===== src/design/lzcd_pkg.sv =====
// Shared types, codes and helpers for the LZ command decompressor.
`timescale 1ns / 1ps

package lzcd_pkg;

    // Decoder phases of the command stream
    typedef enum logic [2:0] {
        PH_CMD,
        PH_LONG,
        PH_LIT,
        PH_VAL_A,
        PH_VAL_B,
        PH_OFS_HI,
        PH_OFS_LO,
        PH_EMIT
    } phase_t;

    // Command codes
    localparam logic [2:0] CMD_LITERAL = 3'd0;
    localparam logic [2:0] CMD_REPEAT  = 3'd1;
    localparam logic [2:0] CMD_ALT     = 3'd2;
    localparam logic [2:0] CMD_ZERO    = 3'd3;
    localparam logic [2:0] CMD_COPY    = 3'd4;
    localparam logic [2:0] CMD_FLIP    = 3'd5;
    localparam logic [2:0] CMD_BACK    = 3'd6;
    localparam logic [2:0] CMD_LONG    = 3'd7;

    // Status codes
    localparam logic [2:0] ST_OK        = 3'd0;
    localparam logic [2:0] ST_BAD_CMD   = 3'd1;
    localparam logic [2:0] ST_TOO_LARGE = 3'd2;
    localparam logic [2:0] ST_RANGE     = 3'd3;
    localparam logic [2:0] ST_KIND      = 3'd4;

    // Input kinds
    localparam logic OP_BYTE = 1'b0;
    localparam logic OP_TICK = 1'b1;

    localparam logic [7:0]  END_MARK    = 8'hFF;
    localparam logic [15:0] LIMIT_RESET = 16'd8192;

    // Pre-decoded input item, as held in the queue
    typedef struct packed {
        logic       op;
        logic [7:0] data;
        logic       is_end;
        logic       is_long;
        logic [2:0] code;
        logic [4:0] len_lo;
        logic [1:0] len_hi;
    } item_t;

    // Bit-order reversal of one byte
    function automatic logic [7:0] flip_bits(input logic [7:0] v);
        logic [7:0] r;
        for (int i = 0; i < 8; i++)
        begin
            r[7 - i] = v[i];
        end
        return r;
    endfunction

    // First phase of a run for a given command
    function automatic phase_t start_phase(input logic [2:0] cmd);
        phase_t p;
        unique case (cmd)
            CMD_LITERAL:       p = PH_LIT;
            CMD_REPEAT:        p = PH_VAL_A;
            CMD_ALT:           p = PH_VAL_A;
            CMD_ZERO:          p = PH_EMIT;
            default:           p = PH_OFS_HI;
        endcase
        return p;
    endfunction

endpackage


===== src/design/lzcd_front.sv =====
// Front end: accepts input items, pre-decodes command fields, two-entry queue.
`timescale 1ns / 1ps

module lzcd_front
    import lzcd_pkg::*;
(
    input  logic       clk,
    input  logic       rst_n,
    input  logic       s_tvalid,
    output logic       s_tready,
    input  logic [7:0] s_tdata,   // [7:0] in_byte
    input  logic       s_tuser,   // [0] op
    output logic       q_valid,
    input  logic       q_pop,
    output item_t      q_item
);

    item_t      dec;
    item_t      entry_reg [2];
    logic [1:0] count_reg;
    logic [1:0] count_next;
    logic       wr_ptr_reg;
    logic       rd_ptr_reg;
    logic       push;

    // Field split of a command byte; long form takes its code from bits 4..2
    always_comb
    begin
        dec.op      = s_tuser;
        dec.data    = s_tdata;
        dec.is_end  = (s_tdata == END_MARK);
        dec.is_long = (s_tdata[7:5] == CMD_LONG);
        dec.code    = (s_tdata[7:5] == CMD_LONG) ? s_tdata[4:2] : s_tdata[7:5];
        dec.len_lo  = s_tdata[4:0];
        dec.len_hi  = s_tdata[1:0];
    end

    assign s_tready = (count_reg != 2'd2);
    assign push     = s_tvalid && s_tready;
    assign q_valid  = (count_reg != 2'd0);
    assign q_item   = entry_reg[rd_ptr_reg];

    always_comb
    begin
        count_next = count_reg;
        if (push && !q_pop)
        begin
            count_next = count_reg + 2'd1;
        end
        else if (!push && q_pop)
        begin
            count_next = count_reg - 2'd1;
        end
    end

    // Queue pointers
    always_ff @(posedge clk or negedge rst_n)
    begin
        if (!rst_n)
        begin
            count_reg  <= 2'd0;
            wr_ptr_reg <= 1'b0;
            rd_ptr_reg <= 1'b0;
        end
        else
        begin
            count_reg <= count_next;
            if (push)
            begin
                wr_ptr_reg <= !wr_ptr_reg;
            end
            if (q_pop)
            begin
                rd_ptr_reg <= !rd_ptr_reg;
            end
        end
    end

    // Queue storage
    always_ff @(posedge clk)
    begin
        if (push)
        begin
            entry_reg[wr_ptr_reg] <= dec;
        end
    end

endmodule


===== config.mk =====
export PLATFORM = sky130hd
export DESIGN_NAME = lzcd_front
export DESIGN_NICKNAME = d
export VERILOG_FILES = /design/src/design/lzcd_pkg.sv /design/src/design/lzcd_front.sv
export SDC_FILE = /design/constraint.sdc
export NUM_CORES = 1
export LEC_CHECK = 0
export ABC_AREA = 1
export BUFFER_PORTS_ARGS = -buffer_cell sky130_fd_sc_hd__buf_2
export CELL_PAD_IN_SITES_DETAIL_PLACEMENT = 2
export CELL_PAD_IN_SITES_GLOBAL_PLACEMENT = 2
export CORE_ASPECT_RATIO = 0.75
export CORE_UTILIZATION = 35
export DETAILED_ROUTE_END_ITERATION = 12
export GPL_TIMING_DRIVEN = 1
export PLACE_DENSITY = 0.86
export SYNTH_ARGS = -nofsm -noshare
export SYNTH_HDL_FRONTEND = slang
export SYNTH_SLANG_ARGS = --single-unit

===== constraint.sdc =====
create_clock -name clk -period 2.1 [get_ports clk]
set_input_delay 0.21 -clock clk [delete_from_list [all_inputs] [get_ports clk]]
set_output_delay 0.21 -clock clk [all_outputs]
set_load 0.01 [all_outputs]

# Yosys cells after proc, flatten, opt, wreduce, memory -nomap -nowiden
# Memory sizes are Yosys's and may differ from the RTL's.
# Cells that the tools add are included.
[word_totals] reg_bits=4 mem_bits_rw=42 input_bits=13 output_inout_bits=23 wordCells=23 memories=1
[classes] add_sub_neg=2 n_eq_ne=3 muxes=5 n_reduce_logical=9
[memory_table] name="entry_reg" words=2 width=21 rd=1 rd_ports_with_merged_regs=0 wr=1 line="lzcd_front.sv:19" source="item_t entry_reg [2];"
[op_table] op="8-bit == test, second input constant" n=1
[op_table] op="1-bit logical NOT" n=4
[op_table] op="2-bit 2-to-1 mux" n=2
[op_table] op="2-bit nonzero test" n=2
[op_table] op="3-bit == test, second input constant" n=1
[op_table] op="1-bit logical AND" n=3
[op_table] op="3-bit 2-to-1 mux" n=1
[op_table] op="2-bit by 1-bit adder with 2-bit output, second input constant" n=1
[op_table] op="1-bit 2-to-1 mux" n=2
[op_table] op="2-bit inequality test, second input constant" n=1
[op_table] op="2-bit by 1-bit subtractor with 2-bit output, second input constant" n=1

# Logic depth before layout (Yosys ltp)
[depth] ltp_word=6 mapped_depth=10 depth_no_buf=10

# Worst setup path after synthesis
# No wires, ideal clock.
[synth_timing] path_kind="register to register" startpoint="reg count_reg[0]" endpoint="mem entry_reg[1][10] (netlist name), enable pin" setup_ps=384 arrival_ps=1285 t_required_ps=1716 path_slack_ps=430 path_stages_with_launch=5 n_path_buf=0 period_less_slack_ps=1670 cell_sequence="dfrtp_1 inv_1 nand2_1 nand2_1 nor2_1"
[synth_via] elab_chain_len=4
[synth_rtl] item="start, declared" line="lzcd_front.sv:20" source="logic [1:0] count_reg;"
[synth_rtl] item="start signal, assigned" line="lzcd_front.sv:67" source="count_reg <= count_next;"
[synth_rtl] item="2-bit inequality test" line="lzcd_front.sv:38" source="assign s_tready = (count_reg != 2'd2);"
[synth_rtl] item="named net s_tready" line="lzcd_front.sv:10" source="output logic s_tready,"
[synth_rtl] item="1-bit logical AND" line="lzcd_front.sv:39" source="assign push = s_tvalid && s_tready;"
[synth_rtl] item="1-bit 2-to-1 mux" line="lzcd_front.sv:82" source="if (push)"
[synth_rtl] item="1-bit 2-to-1 mux (implied by the code)" line="lzcd_front.sv:84" source="entry_reg[wr_ptr_reg] <= dec;"
[synth_rtl] item="end, declared" line="lzcd_front.sv:19"
# The timed path passes the listed nets, and every way through them passes these cells.

==> run_results.csv <==
group,metric,value,unit
die,row_count,19,
worst_setup_path,startpoint,"rd_ptr_reg",
timing,skew,0.00543,ns
cts,cts_buffers,5,
yosys,yosysWarnings,0,
cts,htree_levels,2,
timing,maxSlewHeadroom,64.2,%
detailed_routing,dr.pass1.iters,4,
grt,grt_first_pass_wirelength,4230,um
hold_path,min_to,"rd_ptr_reg",
layout,finish.utilization,45.1,%
timing,tightest_slew,0.537,ns
die,ios,36,
worst_setup_path,cp-end-kind,"output port",
detailed_routing,vias_per_cell,4.30,
die,dieArea,4200,um2
layout,final_common_cell,"buf_2",
detailed_routing,vias,769,
die,core_area,3710,um2
outcome,status,"complete, no violations",
layout,area_delta_synth_final,21.4,%
grt,grt_pass1_vias,876,
cts,cts_resized,0,
timing,finalHoldViolations,0,
layout,antenna_cells,0,
placed_design,dp.final_hpwl,2030,um
yosys,synth_area,1380,um2
yosys,seq_area_frac_synth,68.2,%
detailed_routing,wirelength,2610,um
grt,globalRouteOverflowTotal,0,
layout,largest_reg_flops,28,
layout,layout_common_cells,"buf_2 (35), edfxtp_1 (28), nand2_1 (11), mux2_4 (9), inv_1 (8)",
cts,insertion_delay,0.28,ns
worst_setup_path,arrival,1.70,ns
die,start_util,37.2,%
worst_setup_path,critPathMaxFanout,10,
timing,final_max_slew_viol_count,0,
yosys,ys_ff_latch,32,
run,cap_violations,0,
grt,grtUsageMet3,4.31,%
cts,cts_buffer_depth,2,
hold_path,hold_depth,2,
timing,min_period,1.91,ns
layout,drive_gt1_share,45.7,%
grt,grt_usage,14.2,%
layout,n_fill_cell,393,
yosys,syn_nets,103,
detailed_routing,ant_nets,0,
grt,grt-busiest-layer,"met2",
grt,use_met2,24.5,%
worst_setup_path,r2r_end,"count_reg[1]",
worst_setup_path,r2r-start,"count_reg[0]",
yosys,synth.avg_cell_area,15.5,um2
timing,min_period_over_period,90.8,%
yosys,synth_top_area_share,61.0,%
cts,cts_root_buf,"clkbuf_8",
yosys,synth_top_area_cell,"edfxtp_1",
grt,grt_max_degree,15,
die,chipHeight,56.4,um
placed_design,routabilityCongestion,0.749,
worst_setup_path,crit_required,1.89,ns
detailed_routing,drc,0,
layout,final_nets,140,
power,power_density,1400,nW/um2
timing,max_freq,525,MHz
power,power_leakage,0.716,nW
timing,rsz0062_at_grt,"no",
worst_setup_path,start_kind,"flip-flop",
detailed_routing,drtIter0Drc,5,
worst_setup_path,rr_worst_depth,9,
placed_design,io_buffers,35,
cts,cts_tree,"built",
hold_path,hold_start,"q_pop",
yosys,ys_top_cells_by_area,"edfxtp_1 (61%), mux2_4 (9.8%), dfrtp_1 (7.3%)",
cts,clock-sinks,32,
grt,antenna_found_initial,0,
timing,setup_viol,0,
yosys,ys_types,17,
grt,grtUsageMet1,16.5,%
worst_setup_path,r2r_slack,0.59,ns
timing,finalSetupTns,0,ns
cts,clk_pin_slew,0.06,ns
yosys,postSynthCellCount,89,
power,ir_worst_vdd,0.507,mV
detailed_routing,wl_per_cell,14.6,um
hold_path,min_path_type,"input port to flip-flop",
worst_setup_path,path_class,"flip-flop to output port",
die,fp.dieW,74.5,um
## layer usage
| layer | share of wire, % | vias to the layer above |
|---|---|---|
| met5 | 0 | - |
| li1 | - | 375 |
| met3 | 4.6 | 3 |
| met1 | 43 | 366 |
| met4 | 1.0 | 0 |
| met2 | 52 | 25 |
## how the worst max path moves through the flow
stage	endpoint	slack (ns)	depth (start not counted)
floorplan	entry_reg[1][10]	0.43	4
finish	q_item[17]	0.19	3
detailed placement	q_item[17]	0.47	3
global route	q_item[17]	0.09	3
CTS	q_item[17]	0.16	3
global placement	q_item[7]	0.52	3
## synthesized netlist by cell type
| cell type | instances |
|---|---|
| o21ai_0 | 1 |
| buf_12 | 1 |
| mux2_2 | 5 |
| nand3_1 | 1 |
| dfrtp_1 | 4 |
| buf_6 | 1 |
| ha_1 | 1 |
| xnor2_1 | 1 |
| inv_1 | 8 |
| nor2_1 | 6 |
| buf_4 | 7 |
| o21a_1 | 1 |
| nand4_1 | 2 |
| mux2_4 | 9 |
| xor2_1 | 2 |
| nand2_1 | 11 |
| edfxtp_1 | 28 |
## area by class of cell
type,count,area [um2],share of cell area (%)
Clock buffer,5,68.8,4.11
Clock inverter,3,37.5,2.24
Inverter,8,30.0,1.79
Multi-Input combinational cell,40,324,19.4
Sequential cell,32,941,56.2
Tap cell,52,65.1,3.89
Timing Repair Buffer,39,208,12.4
## worst max-delay path, stage by stage (launching register included)
cell     delay, ns
dfrtp_1       0.68
buf_4         0.26
mux2_2        0.34
buf_2         0.14
## per-stage QoR
| stage | hold WS [ns] | setup slack (ns) | total power [mW] | std cells | area (um2) |
|---|---|---|---|---|---|
| 3_5_place_dp | 0.0300 | 0.473 | 1.82 | 170 | 1560 |
| 3_3_place_gp | 0.0224 | 0.515 | 1.77 | 170 | 1560 |
| 6_report | 0.138 | 0.194 | 2.34 | 179 | 1670 |
| 5_1_grt | 0.130 | 0.0862 | 2.47 | 179 | 1670 |
| 2_1_floorplan | -0.0856 | 0.430 | 1.62 | 89 | 1380 |
| 4_1_cts | 0.132 | 0.161 | 2.38 | 179 | 1670 |
## power by group
part | internal, mW | switching, mW
combinational | 0.399 | 0.409
sequential | 0.881 | 0.101
clock | 0.345 | 0.202
total | 1.62 | 0.712
## timing repair
item	in CTS	in global routing
setup buffers	0	0
hold buffers	1	0
endpoints found under the hold margin	4	0
## logic make-up (layout without fill, tap and decap cells)
kind of cell	count (synthesis)	in the layout	synth area share, %
buffers and inverters	17	55	8.26
multiplexers	14	14	13.9
AND/OR/NAND/NOR	20	20	5.90
flip-flops	32	32	68.2
AO/OA/AOI/OAI	2	2	0.907
XOR/XNOR	3	3	1.91
adder cells (fa/ha/maj)	1	1	0.907
Power figures use the tool's default switching activity.
